### src/hw/rtl/lsac_pkg.sv
`timescale 1ns / 1ps

package lsac_pkg;

	localparam int MAX_SET_BITS = 5;
	localparam int MAX_WAYS     = 8;
	localparam int ADDR_BITS    = 48;

	localparam int NUM_SETS = 1 << MAX_SET_BITS;
	localparam int SET_W    = (MAX_SET_BITS > 0) ? MAX_SET_BITS : 1;
	localparam int WAY_W    = (MAX_WAYS > 1) ? $clog2(MAX_WAYS) : 1;
	localparam int NW_W     = $clog2(MAX_WAYS + 1);
	localparam int TAG_W    = ADDR_BITS;
	localparam int CNT_W    = 32;

	localparam int SB_W       = 3;
	localparam int NWR_W      = 4;
	localparam int OFF_W      = 6;
	localparam int SHIFT_W    = OFF_W + 1;
	localparam int CFG_DATA_W = 6;
	localparam int CFG_IDX_W  = 2;

	localparam int REQ_W      = 2;
	localparam int IN_DATA_W  = ((ADDR_BITS + 7) / 8) * 8;
	localparam int OUT_BITS   = 3 + 3 * CNT_W;
	localparam int OUT_DATA_W = ((OUT_BITS + 7) / 8) * 8;
	localparam int OUT_PAD_W  = OUT_DATA_W - OUT_BITS;

	localparam int FIFO_DEPTH = 2;
	localparam int FIFO_PTR_W = $clog2(FIFO_DEPTH);
	localparam int FIFO_CNT_W = $clog2(FIFO_DEPTH + 1);

	typedef enum logic [REQ_W-1:0] {
		REQ_LOAD   = 2'd0,
		REQ_STORE  = 2'd1,
		REQ_MODIFY = 2'd2,
		REQ_IFETCH = 2'd3
	} req_t;

	typedef enum logic [CFG_IDX_W-1:0] {
		CFG_SET_BITS = 2'd0,
		CFG_WAYS     = 2'd1,
		CFG_OFFSET   = 2'd2
	} cfg_idx_t;

	typedef struct packed {
		logic [SB_W-1:0]  sb;
		logic [OFF_W-1:0] off;
		logic [NW_W-1:0]  nw;
	} cfg_t;

	typedef struct packed {
		logic [SET_W-1:0] set;
		logic [TAG_W-1:0] tag;
		logic             two;
	} acc_t;

	typedef struct packed {
		logic             hit;
		logic             miss;
		logic             eviction;
		logic             last;
		logic [CNT_W-1:0] hit_total;
		logic [CNT_W-1:0] miss_total;
		logic [CNT_W-1:0] eviction_total;
	} res_t;

	typedef logic [MAX_WAYS-1:0][TAG_W-1:0] tag_row_t;

endpackage

### src/hw/rtl/lsac_fifo.sv
`timescale 1ns / 1ps

module lsac_fifo (
	input  logic           clk,
	input  logic           arst_n,
	input  logic           push,
	input  lsac_pkg::acc_t push_data,
	output logic           full,
	input  logic           pop,
	output lsac_pkg::acc_t pop_data,
	output logic           not_empty
);
	import lsac_pkg::*;

	acc_t                  slot_q [FIFO_DEPTH];
	logic [FIFO_PTR_W-1:0] wr_q;
	logic [FIFO_PTR_W-1:0] rd_q;
	logic [FIFO_CNT_W-1:0] cnt_q;

	assign full      = (cnt_q == FIFO_CNT_W'(FIFO_DEPTH));
	assign not_empty = (cnt_q != '0);
	assign pop_data  = slot_q[rd_q];

	always_ff @(posedge clk or negedge arst_n) begin
		if (!arst_n) begin
			wr_q  <= '0;
			rd_q  <= '0;
			cnt_q <= '0;
		end else begin
			if (push) begin
				wr_q <= (wr_q == FIFO_PTR_W'(FIFO_DEPTH - 1)) ? '0 : wr_q + 1'b1;
			end
			if (pop) begin
				rd_q <= (rd_q == FIFO_PTR_W'(FIFO_DEPTH - 1)) ? '0 : rd_q + 1'b1;
			end
			if (push && !pop) begin
				cnt_q <= cnt_q + 1'b1;
			end else if (pop && !push) begin
				cnt_q <= cnt_q - 1'b1;
			end
		end
	end

	always_ff @(posedge clk) begin
		if (push) begin
			slot_q[wr_q] <= push_data;
		end
	end

endmodule

### config.mk
export PLATFORM = sky130hd
export DESIGN_NAME = lsac_fifo
export DESIGN_NICKNAME = d
export VERILOG_FILES = /design/src/hw/rtl/lsac_pkg.sv /design/src/hw/rtl/lsac_fifo.sv
export SDC_FILE = /design/constraint.sdc
export NUM_CORES = 1
export LEC_CHECK = 0
export BUFFER_PORTS_ARGS = -buffer_cell sky130_fd_sc_hd__buf_2
export CAP_MARGIN = 15
export CORE_AREA = 2 2 100 102
export DETAILED_ROUTE_END_ITERATION = 8
export DIE_AREA = 0 0 102 104
export PLACE_DENSITY_LB_ADDON = 0.1
export SLEW_MARGIN = 20
export SYNTH_ARGS = -nofsm -noshare
export SYNTH_HDL_FRONTEND = slang
export SYNTH_SLANG_ARGS = --single-unit
### constraint.sdc
create_clock -name clk -period 3.35 [get_ports clk]
set_input_delay 0.5025 -clock clk [delete_from_list [all_inputs] [get_ports clk]]
set_output_delay 0.5025 -clock clk [all_outputs]
set_load 0.01 [all_outputs]
# Word-level counts from Yosys, hierarchy flattened
# Memory sizes are Yosys's and may differ from the RTL's.
# Index checks and enable logic that the tools add are counted.
[totals]
register_bits = 4
memories = 1
wordCells = 21
inputBits = 58
ram_bits = 108
out_inout_bits = 56
[memory_table]
columns = ["name", "words", "width", "read_ports", "rd_clocked_by_memory_dff", "write_ports", "line", "rtl"]
rows = [
  ["slot_q", 2, 54, 1, 0, 1, "lsac_fifo.sv:15", "acc_t slot_q [FIFO_DEPTH];"],
]
[op_classes]
n_reduce_logical = 6
mux = 6
n_addsub = 4
n_eq_ne = 1
[ops]
columns = ["operator", "n"]
rows = [
  ["$mux W1", 4],
  ["$mux W2", 2],
  ["$reduce_bool A2 Y1", 2],
  ["$add A1 B1 Y1 const B", 2],
  ["$add A2 B1 Y2 const B", 1],
  ["$eq A2 B2 Y1 const B", 1],
  ["$logic_and A1 B1 Y1", 2],
  ["$logic_not A1 Y1", 2],
  ["$sub A2 B1 Y2 const B", 1],
]

# Depth between registers and ports, before layout
[depth]
depth_word = 4
depth_mapped = 5
mapped_depth_nobuf = 5

# Worst setup path after synthesis
# Ideal clock, no wire load.
[synth_path]
kind = "input port to flip-flop"
startpoint = "input push"
endpoint = "memory slot_q[0][0] (netlist bit) (enable)"
cell_stages = 1
setup_slack_ns = -0.012
path_buffers = 0
arrival_time_ns = 2.890
setup_time_ns = 0.472
t_required_ns = 2.878
path_cell_list = "nor2b_1"
[synth_via]
elab_chain_len = 2
[synth_rtl]
columns = ["element", "line", "rtl"]
rows = [
  ["from (decl)", "lsac_fifo.sv:6", "input logic push,"],
  ["$mux W1", "lsac_fifo.sv:45", "if (push) begin"],
  ["$mux W1 (not written as such)", "lsac_fifo.sv:46", "slot_q[wr_q] <= push_data;"],
  ["to (decl)", "lsac_fifo.sv:15", ""],
]
# No other way between the ends.

==> flow_results.org <==
** Synth
- Number of warnings reported in the yosys synthesis log :: 0
- Area of the mapped netlist :: 4340 µm²
- The synthesized design contains 112 register bits.
- The number of different library cells used by synthesis comes to 14.
- Portion of the post-synthesis area used by sequential elements :: 0.771
- Average footprint of a synthesized cell :: 23.6 µm²
- Synthesized instance count :: 184
- Counting every net in the synthesized netlist gives 243.

** Pwr
- Internal power component :: 2.88 mW
- Logic pwr share :: 0.322
- The worst-case IR drop observed on VDD is 0.000421 V.
- The design draws 4.10 mW.
- Dividing total power by cell area gives a power density of 785 nW/µm².
- Cell leakage power :: 2.09 nW
- Of the total power, the share spent switching nets is 0.298.
- The share of total power dissipated in the clock network is 0.180.
- Switching power total :: 1.22 mW
- Part of the power in registers :: 0.498

** STA
- For the final database, setup skew stands at 0.00553 ns.
- Setup repair after global routing left no endpoint under its margin.
- Max Clock Freq :: 405 MHz
- Final setup fails :: 0
- For the final routed database, the setup TNS stands at 0 ns.
- The number of pins with negative max-slew slack in the final report came to 0.
- For the pin with the worst max-slew slack, the measured transition is 0.711 ns.
- The clock period could shrink to 2.47 ns.
- Final count of hold timing violations :: 0
- In the finished design, the share of the clock period the worst path needs comes to 0.738.
- Worst slew margin :: 0.525
- Final worst setup slack :: 0.879 ns

** Clock tree
- The number of gates resized after CTS was 0.
- H-tree levels :: 3
- After clock tree synthesis, the clock-pin slew on the worst setup and hold paths is 0.11 ns.
- Clk root buf :: clkbuf_8
- The clock drives 112 sinks.
- The clock passes through at most 2 buffers.
- Clock tree synthesis inserted a total of 9 buffers.
- CTS tree :: built
- Clock latency on the worst-skew pair :: 0.37 ns

** Place
- The placed instances occupy a cell area of 5040 µm².
- The congestion estimate from routability-driven global placement came to 0.696.
- Half-perimeter wire length after placement :: 4.51 mm
- At the placement stage, the worst setup path has a slack of 1.24 ns.
- In this run the tool buffered the top-level ports with 113 buffer cells.

** Cells and area
- Fraction of final layout cells sized beyond drive strength 1 :: 0.609
- Layout Cell Area excl Fill :: 5230 µm²
- Most used cells in the layout excluding fill and tap cells :: buf_2 (113), edfxtp_1 (108), mux2_4 (49), clkbuf_8 (9), mux2_2 (5)
- Relative to the synthesized area, the layout overhead comes to 20.5%.
- Count of filler cells inserted in the layout :: 807
- Layout Nets :: 366
- N_diodes :: 0
- Leaving out fill and tap cells, the most frequent cell in the layout is buf_2.
- Once layout is complete, the utilization of the core stands at 0.547.

** Route
- Summed over all layers, the routed wires come to 7.03 mm.
- Routed length per placed instance :: 15.8 µm
- After detailed routing, the number of remaining DRC violations is 0.
- For this block, the initial DRC count from the detailed router was 96.
- Once detail routing completed, the nets flagged for antenna violations numbered 0.
- In the routed layout, each cell is associated on average with a via count of 4.54.
- Count of TritonRoute iterations in the first routing pass :: 4
- Routed vias :: 2,022

** Global route
- Largest net degree at the start of global routing :: 33
- In the global route stage, overall resource usage came out at 0.135.
- Vias in the first global route :: 2,087
- The initial antenna violation count was 0.
- The total overflow left after global routing is 0.
- Global-route wire length before repair :: 10.5 mm

** Floorplan
- The die covers 10,600 µm².
- Area inside the core boundary :: 9550 µm²
- Starting Density :: 0.454
- Number of core rows :: 36
- Vertical die dimension :: 104 µm
- During I/O placement, the number of pins put on the boundary was 114.
- The die is 102 µm wide.

** Critical path
- Highest net fanout along the worst path :: 32
- The worst setup path is captured at a primary output.
- Worst Path Arrival :: 1.97 ns
- WP data required :: 2.85 ns
- The worst setup path is launched from a flop.
- Worst Path Class, Setup :: flop to primary output

** Run status
- The flow ran to the end, and the final reports show no timing, DRC or antenna violations.

** Flow run
- Max-cap violations in this run came to 0.

** Hold path
- Hold Path Class :: input pin to flop
## flip-flops by register name, indices dropped and copies added (netlist names)
| register | flops |
|---|---|
| rd_q | 1 |
| cnt_q | 2 |
| wr_q | 1 |
| slot_q | 108 |
## cell usage after synthesis
library cell / count / area, µm²
and2_1: 1 / 6.26
buf_12: 5 / 100
buf_6: 1 / 11.3
dfrtp_1: 4 / 100
edfxtp_1: 108 / 3240
ha_1: 1 / 12.5
inv_1: 1 / 3.75
mux2_2: 5 / 56.3
mux2_4: 49 / 736
nor2_1: 1 / 3.75
nor2b_1: 2 / 12.5
or2_2: 1 / 6.26
xnor2_1: 1 / 8.76
xor2_1: 4 / 35.0
## cell families (layout without fill, tap and decap cells)
| group | after synthesis | after routing | synth area share |
|---|---|---|---|
| AND/OR/NAND/NOR | 5 | 5 | 0.00664 |
| buffers and inverters | 7 | 135 | 0.0266 |
| multiplexers | 54 | 54 | 0.183 |
| adder cells (fa/ha/maj) | 1 | 1 | 0.00289 |
| flip-flops | 112 | 112 | 0.771 |
| XOR/XNOR | 5 | 5 | 0.0101 |
## power by group through the flow
stage          clock [mW]  sequential [mW]  combinational, mW
6_report            0.737             2.04               1.32
4_1_cts             0.764             2.05               1.36
3_5_place_dp            0             2.08               1.35
2_1_floorplan           0             1.96               1.09
3_3_place_gp            0             2.08               1.35
5_1_grt             0.816             2.08               1.43
## per-layer routing
metal,wire [µm],GRT usage,vias up
li1,-,-,958
met1,2950,0.161,996
met2,3640,0.228,63
met3,378,0.0383,5
met4,61,0.0571,0
met5,0,0,-
## path summary, 6_finish.rpt
kind / endpoint / start / cells after the start / slack [ns]
hold reg to reg: cnt_q[1] / cnt_q[1] / 1 / 0.49
hold / removal: slot_q[0][22] / push_data[22] / 1 / 0.31
setup reg to reg: slot_q[1][2] / wr_q / 2 / 1.70
max in group asynchronous: rd_q / arst_n / 2 / 2.75
setup / recovery: pop_data[51] / rd_q / 3 / 0.88
min in group asynchronous: cnt_q[0] / arst_n / 2 / 0.46
## repair_timing
| action | 4_1_cts | 5_1_grt |
|---|---|---|
| buffers inserted | 0 | 0 |
| endpoints found under the hold margin | 4 | 0 |
| hold buffers | 1 | 0 |
| endpoints found under the setup margin | 0 | 0 |
## per-stage QoR
stage,instances,hold slack [ns]
after floorplan,184,0.207
after global placement,428,0.315
after detailed placement,428,0.316
after CTS,445,0.294
after global routing,445,0.285
final,445,0.313
## final cells by class
| class | count | area [µm²] | area share |
|---|---|---|---|
| multi-input cells | 65 | 886 | 0.170 |
| flip-flops and latches | 112 | 3350 | 0.641 |
| repair buffers | 118 | 643 | 0.123 |
| inverters | 1 | 3.75 | 0.000718 |
| well taps | 133 | 166 | 0.0318 |
| clock buffers | 9 | 124 | 0.0237 |
| clock inverters | 7 | 55.1 | 0.0105 |
## critical path, stage by stage, from the launching register on
cell	delay, ns
dfrtp_4	0.84
buf_12	0.30
mux2_4	0.32
buf_2	0.14
Power figures use the tool's default switching activity.
