<file path="config.mk">
export PLATFORM = sky130hd
export DESIGN_NAME = lsac_front
export DESIGN_NICKNAME = d
export VERILOG_FILES = /design/src/hw/rtl/lsac_pkg.sv /design/src/hw/rtl/lsac_front.sv
export SDC_FILE = /design/constraint.sdc
export NUM_CORES = 1
export LEC_CHECK = 0
export ABC_AREA = 1
export BUFFER_PORTS_ARGS = -buffer_cell sky130_fd_sc_hd__buf_2
export CAP_MARGIN = 20
export CORE_UTILIZATION = 63
export CTS_CLUSTER_SIZE = 10
export DETAILED_ROUTE_END_ITERATION = 7
export PLACE_DENSITY_LB_ADDON = 0.15
export SYNTH_ARGS = -nofsm -noshare
export SYNTH_HDL_FRONTEND = slang
export SYNTH_SLANG_ARGS = --single-unit
</file>
<file path="constraint.sdc">
create_clock -name clk -period 7.9 [get_ports clk]
set_clock_uncertainty 0.2 [all_clocks]
set_input_delay 0.395 -clock clk [delete_from_list [all_inputs] [get_ports clk]]
set_output_delay 0.395 -clock clk [all_outputs]
set_load 0.02 [all_outputs]
</file>
<file path="src/hw/rtl/lsac_pkg.sv">
`timescale 1ns / 1ps

package lsac_pkg;

	localparam int MAX_SET_BITS = 5;
	localparam int MAX_WAYS     = 8;
	localparam int ADDR_BITS    = 48;

	localparam int NUM_SETS = 1 << MAX_SET_BITS;
	localparam int SET_W    = (MAX_SET_BITS > 0) ? MAX_SET_BITS : 1;
	localparam int WAY_W    = (MAX_WAYS > 1) ? $clog2(MAX_WAYS) : 1;
	localparam int NW_W     = $clog2(MAX_WAYS + 1);
	localparam int TAG_W    = ADDR_BITS;
	localparam int CNT_W    = 32;

	localparam int SB_W       = 3;
	localparam int NWR_W      = 4;
	localparam int OFF_W      = 6;
	localparam int SHIFT_W    = OFF_W + 1;
	localparam int CFG_DATA_W = 6;
	localparam int CFG_IDX_W  = 2;

	localparam int REQ_W      = 2;
	localparam int IN_DATA_W  = ((ADDR_BITS + 7) / 8) * 8;
	localparam int OUT_BITS   = 3 + 3 * CNT_W;
	localparam int OUT_DATA_W = ((OUT_BITS + 7) / 8) * 8;
	localparam int OUT_PAD_W  = OUT_DATA_W - OUT_BITS;

	localparam int FIFO_DEPTH = 2;
	localparam int FIFO_PTR_W = $clog2(FIFO_DEPTH);
	localparam int FIFO_CNT_W = $clog2(FIFO_DEPTH + 1);

	typedef enum logic [REQ_W-1:0] {
		REQ_LOAD   = 2'd0,
		REQ_STORE  = 2'd1,
		REQ_MODIFY = 2'd2,
		REQ_IFETCH = 2'd3
	} req_t;

	typedef enum logic [CFG_IDX_W-1:0] {
		CFG_SET_BITS = 2'd0,
		CFG_WAYS     = 2'd1,
		CFG_OFFSET   = 2'd2
	} cfg_idx_t;

	typedef struct packed {
		logic [SB_W-1:0]  sb;
		logic [OFF_W-1:0] off;
		logic [NW_W-1:0]  nw;
	} cfg_t;

	typedef struct packed {
		logic [SET_W-1:0] set;
		logic [TAG_W-1:0] tag;
		logic             two;
	} acc_t;

	typedef struct packed {
		logic             hit;
		logic             miss;
		logic             eviction;
		logic             last;
		logic [CNT_W-1:0] hit_total;
		logic [CNT_W-1:0] miss_total;
		logic [CNT_W-1:0] eviction_total;
	} res_t;

	typedef logic [MAX_WAYS-1:0][TAG_W-1:0] tag_row_t;

endpackage

</file>
<file path="src/hw/rtl/lsac_front.sv">
`timescale 1ns / 1ps

module lsac_front (
	input  logic                          clk,
	input  logic                          arst_n,
	input  lsac_pkg::cfg_t                cfg,
	input  logic                          in_valid,
	output logic                          in_ready,
	input  logic [lsac_pkg::REQ_W-1:0]     in_req,
	input  logic [lsac_pkg::ADDR_BITS-1:0] in_addr,
	output logic                          push,
	output lsac_pkg::acc_t                push_data,
	input  logic                          full
);
	import lsac_pkg::*;

	logic                 valid_s1;
	logic [REQ_W-1:0]     req_s1;
	logic [ADDR_BITS-1:0] addr_s1;
	logic [SHIFT_W-1:0]   tag_shift;
	logic [ADDR_BITS-1:0] set_field;
	logic [SET_W-1:0]     set_ones;

	assign in_ready = !valid_s1 || !full;
	assign push     = valid_s1 && !full;

	// Instruction fetches are taken and dropped here.
	always_ff @(posedge clk or negedge arst_n) begin
		if (!arst_n) begin
			valid_s1 <= 1'b0;
			req_s1   <= '0;
			addr_s1  <= '0;
		end else if (in_ready) begin
			valid_s1 <= in_valid && (in_req != REQ_IFETCH);
			if (in_valid) begin
				req_s1  <= in_req;
				addr_s1 <= in_addr;
			end
		end
	end

	always_comb begin
		set_ones      = '1;
		tag_shift     = SHIFT_W'(cfg.off) + SHIFT_W'(cfg.sb);
		set_field     = addr_s1 >> cfg.off;
		push_data.set = set_field[SET_W-1:0] & ~(set_ones << cfg.sb);
		push_data.tag = addr_s1 >> tag_shift;
		push_data.two = (req_s1 == REQ_MODIFY);
	end

endmodule

</file>
# == After elaboration in Yosys (flattened, before gate mapping) ==
# Index checks and enable logic that the tools add are counted.
# op_classes
reduce_logical,6
bitwise,2
shifts,3
multipliers,0
n_mux,0
n_eq_ne,2
addsub,1
n_lt_le_gt_ge,0
div_mod_pow,0
# op_table
op,n
>> shifter 48 x 6 -> 5 bit,1
>> shifter 48 x 7 -> 48 bit,1
adder 6 x 3 -> 7 bit,1
AND 5 bit,1
NOT 5 bit,1
left shift 5 x 3 -> 5 bit (first input constant),1
== test 2 bit (second input constant),1
logical AND 1 bit,2
logical NOT 1 bit,2
!= test 2 bit (second input constant),1
AND reduction 2 bit,1
logical OR 1 bit,1
# word_totals
mem_count,0
latch_bits,0
romBits,0
reg_bits,51
in_bits,67
mem_bits_rw,0

# == Depth between registers and ports, before layout ==
# Gate-level depths: netlist of the first run.
# depth
word_depth,3
mapped_depth,17
mapped_depth_nobuf,13

# == Worst setup path after synthesis of the first run ==
# No wires, ideal clock.
# synth_path
path_kind,input to output
from,in cfg[5] (netlist name)
to,out push_data[21] (netlist name)
arrival_time_ps,2873
t_required_ps,7305
stages,14
path_slack_ps,4432
path_buffers,6
cell_sequence,buf_2 inv_1 buf_2 buf_2 fa_1 buf_2 inv_1 buf_2 buf_2 nand2_1 nand3_1 nand3_1 a21oi_1 nor3_1
# synth_lines
element,line,rtl
from (decl),lsac_front.sv:6,"input lsac_pkg::cfg_t cfg,"
to (decl),lsac_front.sv:12,"output lsac_pkg::acc_t push_data,"

==> results of run 1 <==
## stage by stage
| step | util (%) | hold slack (ps) | power (mW) | std cells |
|---|---|---|---|---|
| after floorplan | - | -101 | 0.942 | 1198 |
| after global placement | 69.1 | 266 | 1.13 | 1377 |
| after detailed placement | 69.1 | 273 | 1.14 | 1377 |
| after CTS | 70.1 | 71.7 | 1.32 | 1386 |
| after global routing | 70.4 | 68.0 | 1.44 | 1387 |
| final | 70.4 | 76.1 | 1.34 | 1387 |
## cell usage in the layout (no fill, tap or decap), types with 2 or more instances in the layout
cell,netlist,final
nor3_1,16,16
inv_2,3,3
o21ai_0,59,59
or2_2,5,5
xor2_2,2,2
nor2_1,96,96
buf_4,3,9
dfrtp_1,51,51
inv_1,63,63
mux2_2,18,18
nand2_1,352,351
o211ai_1,38,38
buf_2,41,118
nor2_2,11,11
nand2_2,2,3
a21oi_1,81,81
ha_1,3,2
clkbuf_8,0,5
nand3_1,306,306
## per-layer routing
metal,vias up,track usage (%)
met5,-,0
met4,0,19.5
met3,71,5.55
met2,510,66.9
met1,3751,54.7
li1,4141,-
## logic make-up (layout without fill, tap and decap cells)
| group | count (synthesis) | count (layout) | synth area share (%) |
|---|---|---|---|
| flip-flops | 51 | 51 | 19.1 |
| AO/OA/AOI/OAI | 179 | 179 | 14.9 |
| multiplexers | 19 | 19 | 3.18 |
| XOR/XNOR | 4 | 4 | 1.03 |
| AND/OR/NAND/NOR | 790 | 790 | 51.4 |
| buffers and inverters | 151 | 204 | 9.54 |
| adder cells (fa/ha/maj) | 4 | 4 | 0.862 |
## registers in the layout, indices dropped and copies added, names as in the netlist
signal,count
valid_s1,1
addr_s1,48
req_s1,2
## area by class of cell
type                    instances  area, um^2
multi-input cells             996        4780
fillers                      1039        3060
flip-flops and latches         51        1280
repair buffers                129         696
inverters                      67         251
well taps                     136         170
clock buffers                   5        68.8
clock inverters                 3        23.8
## power breakdown
| group | internal, mW | total [mW] | switching [mW] |
|---|---|---|---|
| clock | 0.0643 | 0.172 | 0.108 |
| sequential | 0.296 | 0.345 | 0.0488 |
| combinational | 0.262 | 0.823 | 0.561 |
| total | 0.623 | 1.34 | 0.718 |
## final timing paths
path | endpoint | cells past startpoint
worst max-delay path | push_data[4] | 14
worst min-delay path | addr_s1[34] | 2
worst max register to register | addr_s1[47] | 4
worst min register to register | req_s1[1] | 2
max in group asynchronous | req_s1[0] | 3
min in group asynchronous | addr_s1[41] | 3
## worst reg2reg max path: cells and delay by family, from the launching register on
family                 cells  cell delay, ps
buffers and inverters      1             630
flip-flops                 1             350
multiplexers               1             460
AND/OR/NAND/NOR            2             150
## what timing repair did
action,4_1_cts,5_1_grt
resized for setup,0,0
endpoints found under the hold margin,4,0
hold buffers,1,0
==> out/metrics.cfg, run 1 <==
[outcome]
status=finished clean

[clock_tree]
cts_tree=done
path_clk_slew_ps=110
clockRootBuffer=clkbuf_8
cts_inserted_buffers=5
post-cts-setup-buffers=0
cts_sinks=51
htree_levels=2
cts_buffer_depth=2
clk_latency_ps=340

[critical_path]
slowest_delay_ps=720
crit_buf_inv=6
worstSetupPathType=input pin to primary output
start_kind=input pin
critical_path.top_delay_family=buffers and inverters
slowest_stage=fa_1
worst-endpoint-arrival_ps=4550
cp-startpoint=cfg[5]
required_ps=7300
cp_cell_sequence=buf_2, inv_1, fa_1, buf_4, inv_1, buf_4, o211ai_1, nand3_1, nand3_1, nand3_1, nand2_1, nand2_1, nor2_1, buf_2
crit_fanout=46
r2r_setup_slack_ps=6010
path_common_cell=nand3_1
reg2reg_from=valid_s1
critPathCaptureType=primary output

[grt]
grt_pass1_vias=7457
gr-usage-all-layers_pct=41.4
grt_pass1_wl_mm=36.2
grt_max_degree=85
grt_antenna_before_repair=0
grt-ovfl-total=0

[logic_synthesis]
synth_most_common_cell=nand2_1
synthFlopType=dfrtp_1
synthesis.area_um2=6680
synthTopCellsByCount=nand2_1 (352), nand3_1 (306), nor2_1 (96)
yosysTopAreaCell=nand3_1
synth_cell_type_count=29
ys_warn_count=0
syn_inst=1198
synthArstFlopShare_pct=100
ys_ff_latch=51
yosysSeqAreaShare_pct=19.1
synth_area_leaders=nand3_1 (23%), nand2_1 (20%), dfrtp_1 (19%)
synthDominantCellAreaShare_pct=22.9
syn_nets=1269
avgSynthCellArea_um2=5.58
synth_edf_count=0

[min_path]
min_path_type=input pin to register
worst_hold_startpoint=in_addr[34]

[route]
wl_met3_mm=2.11
via_count=8473
via_per_inst=6.11
met1_length_mm=9.03
wl_met2_mm=10.3
wl_per_cell_um=16.1
top_layer_used=met4
totalWireLength_mm=22.4
drc=0
ant_nets=0
drt-initial-drc-count=1022
detail_route.first_pass.iterations=6

[timing]
fin_ws_ps=2760
drv_slew=0
fin_crit_sh_pct=65.1
final.min_clock_period_ps=5140
hold_viol_final=0
fin_tns_setup_ps=0
max_freq_mhz=194
rsz0062_at_grt=no
slew_headroom_pct=29.0
worst_pin_slew_ps=1060
setup_viol=0

[power_and_ir_drop]
power_density_nw_per_um2=185
vdd_ir_drop_max_v=0.000150
p_leak_nw=3.74

[final_layout]
final_area_um2=7260
antenna_cells=0
nNetsFinal=1321
syn2layout_area_growth_pct=8.77
drive_gt1_share_pct=14.6

[placed_design]
place_area_um2=7130
place.gp.congestion=0.980
dp_hpwl_mm=16.5
post-place-ws_ps=2930
portBuffers=118

[floorplanning]
die_area_um2=11000
rows=37
io_pins=123
fp.coreArea_um2=10300
fp.dieH_um=105
die_x_um=105
start_util_pct=64.7

[flow_run]
drv_cap=0

Power figures use the tool's default switching activity.
==> run 2: changes to the inputs <==
Settings changed: ABC_AREA 1 to 0, CORE_UTILIZATION 63 to 58.
Clock period 7.9 ns to 4.98 ns, I/O delays scaled along.
==> run 2 against run 1 <==
Via count shrank 24%. First-iteration DRC count shrank 49%. Cell count shrank 29%. Hold slack gained 34 ps. Global-route usage shrank 5.7 points. Largest cell class unchanged. Largest power group unchanged. Register-to-register slack lost 3100 ps. Critical path depth shrank 3. Die area grew 6.1%.
==> out/metrics.cfg, run 2 <==
[route]
wl_per_cell_um=21.1
detail_route.first_pass.iterations=5
via_per_inst=6.54
totalWireLength_mm=20.9
via_count=6480
drc=0
ant_nets=0
drt-initial-drc-count=521

[logic_synthesis]
synthDominantCellAreaShare_pct=21.3
synth_area_leaders=mux2i_1 (21%), dfrtp_1 (20%), mux4_2 (12%)
synthTopCellsByCount=mux2i_1 (139), nand2_1 (102), mux2_2 (69)
synthesis.area_um2=6530
synthArstFlopShare_pct=100
ys_ff_latch=51
yosysTopAreaCell=mux2i_1
synth_edf_count=0
synthFlopType=dfrtp_1
syn_nets=786
synth_most_common_cell=mux2i_1
ys_warn_count=0
avgSynthCellArea_um2=9.13
syn_inst=715
synth_cell_type_count=55
yosysSeqAreaShare_pct=19.5

[critical_path]
required_ps=4530
worst-endpoint-arrival_ps=3540
slowest_delay_ps=990
crit_fanout=36
worstSetupPathType=input pin to primary output
start_kind=input pin
critPathCaptureType=primary output
crit_buf_inv=4
path_common_cell=mux2i_1
slowest_stage=fa_2
cp_cell_sequence=buf_2, clkinv_1, fa_2, buf_12, mux2i_1, mux2i_1, mux2i_1, mux2i_1, a22oi_1, a21oi_1, buf_2
critical_path.top_delay_family=adder cells

[final_layout]
final_common_cell=mux2i_1
nFillCells=828
syn2layout_area_growth_pct=20.0
nNetsFinal=921
drive_gt1_share_pct=31.0
antenna_cells=0
reg_top3=addr_s1 (48), req_s1 (2), valid_s1 (1)
top_register=addr_s1
largest_register_ffs=48
final_cell_mix=mux2i_1 (139), buf_2 (118), nand2_1 (102)

[flow_run]
drv_cap=0

[grt]
gr-usage-all-layers_pct=35.7
grt_pass1_vias=6163
grt-ovfl-total=0
grt_antenna_before_repair=0
grt_max_degree=52
grt_pass1_wl_mm=32.1

[timing]
whs_ps=110
fin_tns_setup_ps=0
setup_viol=0
hold_viol_final=0
fin_crit_sh_pct=80.0
max_freq_mhz=251
final.min_clock_period_ps=3990
worst_pin_slew_ps=989
drv_slew=0
fin_ws_ps=994
rsz0062_at_grt=no
slew_headroom_pct=34.1

[clock_tree]
path_clk_slew_ps=90
post-cts-setup-buffers=0
ctsResizeCount=0
clk_latency_ps=330
cts_sinks=51
htree_levels=2
cts_inserted_buffers=5
clockRootBuffer=clkbuf_8
ctsHoldBuffers=54
cts_tree=done
cts_buffer_depth=2

[floorplanning]
die_x_um=108
fp.dieH_um=108
die_area_um2=11700
fp.coreArea_um2=10900
io_pins=123
rows=38
start_util_pct=60.0

[placed_design]
dp_hpwl_mm=14.7
post-place-ws_ps=1090
portBuffers=118
place.gp.congestion=0.953

[outcome]
status=finished clean

[power_and_ir_drop]
p_leak_nw=3.55
vdd_ir_drop_max_v=0.000275
power_density_nw_per_um2=311
total_power_mw=2.44

[min_path]
min_path_type=input pin to asynchronous set/reset pin

## run 2: cell count changes in the layout (fill, tap and decap cells not counted), sizes merged, moves of 11 or more
cell,delta
a211oi,+11
mux2i,+138
nand2,-252
a22oi,+14
nand3,-285
mux4,+36
dlygate4sd3,+53
a21oi,-51
o211ai,-29
nor2,-62
mux2,+51
inv,-60
o21ai,-35
## run 2: layer usage
layer  routed length (um)  global-route usage, %  vias to the layer above
li1                     -                      -                     2966
met2                10100                   60.2                      362
met1                 8490                   45.8                     3088
met5                    0                      0                        -
met4                  773                   14.8                        0
met3                 1520                   4.94                       64
## run 2: final timing paths
path | end | cells past startpoint | from | slack (ps)
setup / recovery | push_data[6] | 11 | cfg[5] | 990
hold / removal | addr_s1[45] | 2 | arst_n | 110
setup reg to reg | addr_s1[41] | 4 | valid_s1 | 2950
hold reg to reg | req_s1[1] | 1 | req_s1[1] | 330
max in group asynchronous | addr_s1[6] | 3 | arst_n | 3980
min in group clk | req_s1[1] | 1 | req_s1[1] | 330
## run 2: stage by stage
| stage | cells | instance area, um^2 | util [%] |
|---|---|---|---|
| after global placement | 927 | 7130 | 65.5 |
| after global routing | 991 | 7840 | 72.0 |
| after detailed placement | 927 | 7130 | 65.5 |
| final | 991 | 7840 | 72.0 |
| after CTS | 989 | 7790 | 71.5 |
| after floorplan | 715 | 6530 | - |
## run 2: report_power, final
group	leakage, nW	total [mW]	switching [mW]	internal (mW)
clock network	0.0548	0.307	0.155	0.152
logic	2.90	1.53	0.873	0.652
registers	0.596	0.603	0.129	0.474
## run 2: cell families (layout without fill, tap and decap cells)
family | count (synthesis) | in the layout | share of synthesized area, %
adder cells (fa/ha/maj) | 4 | 4 | 0.881
AND/OR/NAND/NOR | 208 | 208 | 13.7
AO/OA/AOI/OAI | 131 | 131 | 13.2
buffers and inverters | 69 | 205 | 5.50
flip-flops | 51 | 51 | 19.5
XOR/XNOR | 8 | 8 | 1.59
multiplexers | 244 | 244 | 45.6
## run 2: worst reg2reg max path, delay by kind of cell, from the launching register on
family / cells / cell delay (ps)
and+or+nand+nor: 2 / 680
DFF: 1 / 400
muxes: 1 / 370
buffers and inverters: 1 / 260
## run 2: cell type report
| cell class | count | area, um^2 | share of cell area, % |
|---|---|---|---|
| Clock buffer | 5 | 68.8 | 0.878 |
| Tap cell | 140 | 175 | 2.24 |
| Sequential cell | 51 | 1280 | 16.3 |
| Timing Repair Buffer | 189 | 1300 | 16.6 |
| Inverter | 8 | 30.0 | 0.383 |
| Multi-Input combinational cell | 595 | 4930 | 63.0 |
| Clock inverter | 3 | 46.3 | 0.591 |
==> run 3: changes to the inputs <==
Settings changed: ABC_AREA 0 to 1.
Clock period 4.98 ns to 4 ns, I/O delays scaled along.
==> run 3 against run 2 <==
Core utilization fell by 0.68 points. Routed wire length up 15%. Register-to-register slack got worse by 1300 ps. Critical path depth increased by 2. Worst setup slack lost 180 ps. Sequential share of layout area down 0.057 points. Clock-buffer cell count stayed put. Combinational power increased by 9.8%. First-iteration DRC count rose by 110%. Critical path type unchanged. Critical endpoint is now push_data[3].
==> out/metrics.cfg, run 3 (synthesized netlist as in run 1, its figures left out) <==
[route]
via_per_inst=6.02
drc=0
detail_route.first_pass.iterations=6
totalWireLength_mm=24.1
wl_per_cell_um=16.6
ant_nets=0
drt-initial-drc-count=1079
via_count=8717

[floorplanning]
start_util_pct=60.5
fp.dieH_um=109
rows=38
die_area_um2=11900
die_x_um=109
fp.coreArea_um2=11000
io_pins=123

[grt]
grt-ovfl-total=0
gr-usage-all-layers_pct=41.1
grt_max_degree=84
grt_pass1_wl_mm=37.7
grt_pass1_vias=7812
grt_antenna_before_repair=0

[final_layout]
top_register=addr_s1
final_cell_mix=nand2_1 (351), nand3_1 (306), buf_2 (118)
nNetsFinal=1378
nFillCells=1030
reg_top3=addr_s1 (48), req_s1 (2), valid_s1 (1)
drive_gt1_share_pct=14.5
antenna_cells=0
utilization_pct=71.3
largest_register_ffs=48
syn2layout_area_growth_pct=17.7
final_common_cell=nand2_1

[outcome]
status=finished clean

[clock_tree]
cts_tree=done
clockRootBuffer=clkbuf_16
cts_inserted_buffers=5
cts_sinks=51
ctsResizeCount=0
clk_latency_ps=310
cts_buffer_depth=2
htree_levels=2
path_clk_slew_ps=70

[timing]
worst_pin_slew_ps=954
fin_tns_setup_ps=0
slew_headroom_pct=36.2
max_freq_mhz=314
fin_crit_sh_pct=79.7
final.min_clock_period_ps=3190
setup_viol=0
drv_slew=0
hold_viol_final=0
rsz0062_at_grt=no

[critical_path]
critical_path.top_delay_family=buffers and inverters
worst-endpoint-arrival_ps=2790
crit_buf_inv=4
slowest_stage=inv_2
start_kind=input pin
ff2ff_path_depth=4
slowest_delay_ps=570
critPathCaptureType=primary output
path_common_cell=nand3_1
cp_cell_sequence=buf_2, ha_2, inv_1, fa_1, xnor2_2, inv_2, nand3_1, nand3_1, nand3_1, nand2_1, nand2_1, nor2_1, buf_2
worstSetupPathType=input pin to primary output
crit_fanout=46
cp_num_cells=13
required_ps=3600

[power_and_ir_drop]
vdd_ir_drop_max_v=0.000264
total_power_mw=2.83
power_density_nw_per_um2=360
p_leak_nw=4.00

[min_path]
whs_path_depth=3
min_path_type=input pin to register

[placed_design]
portBuffers=118
place.gp.congestion=0.979
dp_hpwl_mm=16.7

[flow_run]
drv_cap=0

run 3: changes by cell type in the layout (fill, tap and decap cells not counted), moves of 51 or more:
cell     change
mux2i_1    -138
nand3_1    +285
mux2_2      -51
nor2_1      +51
inv_1       +58
a21oi_1     +51
nand2_1    +249
run 3: metrics by stage:
step           hold slack (ps)  worst slack [ps]  area [um^2]  instances
6_report                  13.8               814         7860       1448
3_5_place_dp              39.9               856         7200       1389
4_1_cts                  0.495               852         7860       1448
3_3_place_gp              42.8               868         7200       1389
2_1_floorplan             -296               922         6680       1198
5_1_grt                   39.2               607         7860       1448
run 3: power breakdown:
part	switching (mW)	internal, mW
Combinational	1.13	0.553
Sequential	0.0961	0.585
Clock	0.226	0.238
Total	1.45	1.38
run 3: final timing paths:
kind	end	slack [ps]	from
worst max-delay path	push_data[3]	810	cfg[10]
worst min-delay path	addr_s1[27]	10	in_addr[27]
worst max register to register	addr_s1[6]	1680	valid_s1
worst min register to register	req_s1[0]	320	req_s1[0]
max in group asynchronous	addr_s1[46]	2550	arst_n
min in group asynchronous	addr_s1[13]	250	arst_n
run 3: metal layers:
| layer | vias to the layer above | GRT usage (%) | wire length (um) | share of wire, % |
|---|---|---|---|---|
| li1 | 4247 | - | - | - |
| met1 | 3830 | 50.8 | 9440 | 39 |
| met2 | 542 | 68.1 | 11200 | 47 |
| met3 | 98 | 6.05 | 2120 | 8.8 |
| met4 | 0 | 23.6 | 1300 | 5.4 |
| met5 | - | 0 | 0 | 0 |
run 3: worst register-to-register path, delay by kind of cell, from the launching register on:
kind | cells | cell delay (ps)
buffers and inverters | 1 | 420
DFF | 1 | 370
muxes | 1 | 380
and+or+nand+nor | 2 | 830
run 3: repair_timing:
| action | 4_1_cts | 5_1_grt |
|---|---|---|
| setup buffers | 0 | 0 |
| endpoints found under the hold margin | 77 | 0 |
| hold buffers | 51 | 0 |
| setup endpoints to repair | 0 | 0 |
run 3: layout make-up:
type                            count  area [um^2]  share of cell area [%]
Sequential cell                    51         1280                    16.2
Inverter                           67          251                    3.20
Tap cell                          140          175                    2.23
Clock inverter                      3         27.5                   0.350
Multi-Input combinational cell    996         4780                    60.8
Timing Repair Buffer              186         1230                    15.6
Clock buffer                        5          125                    1.59
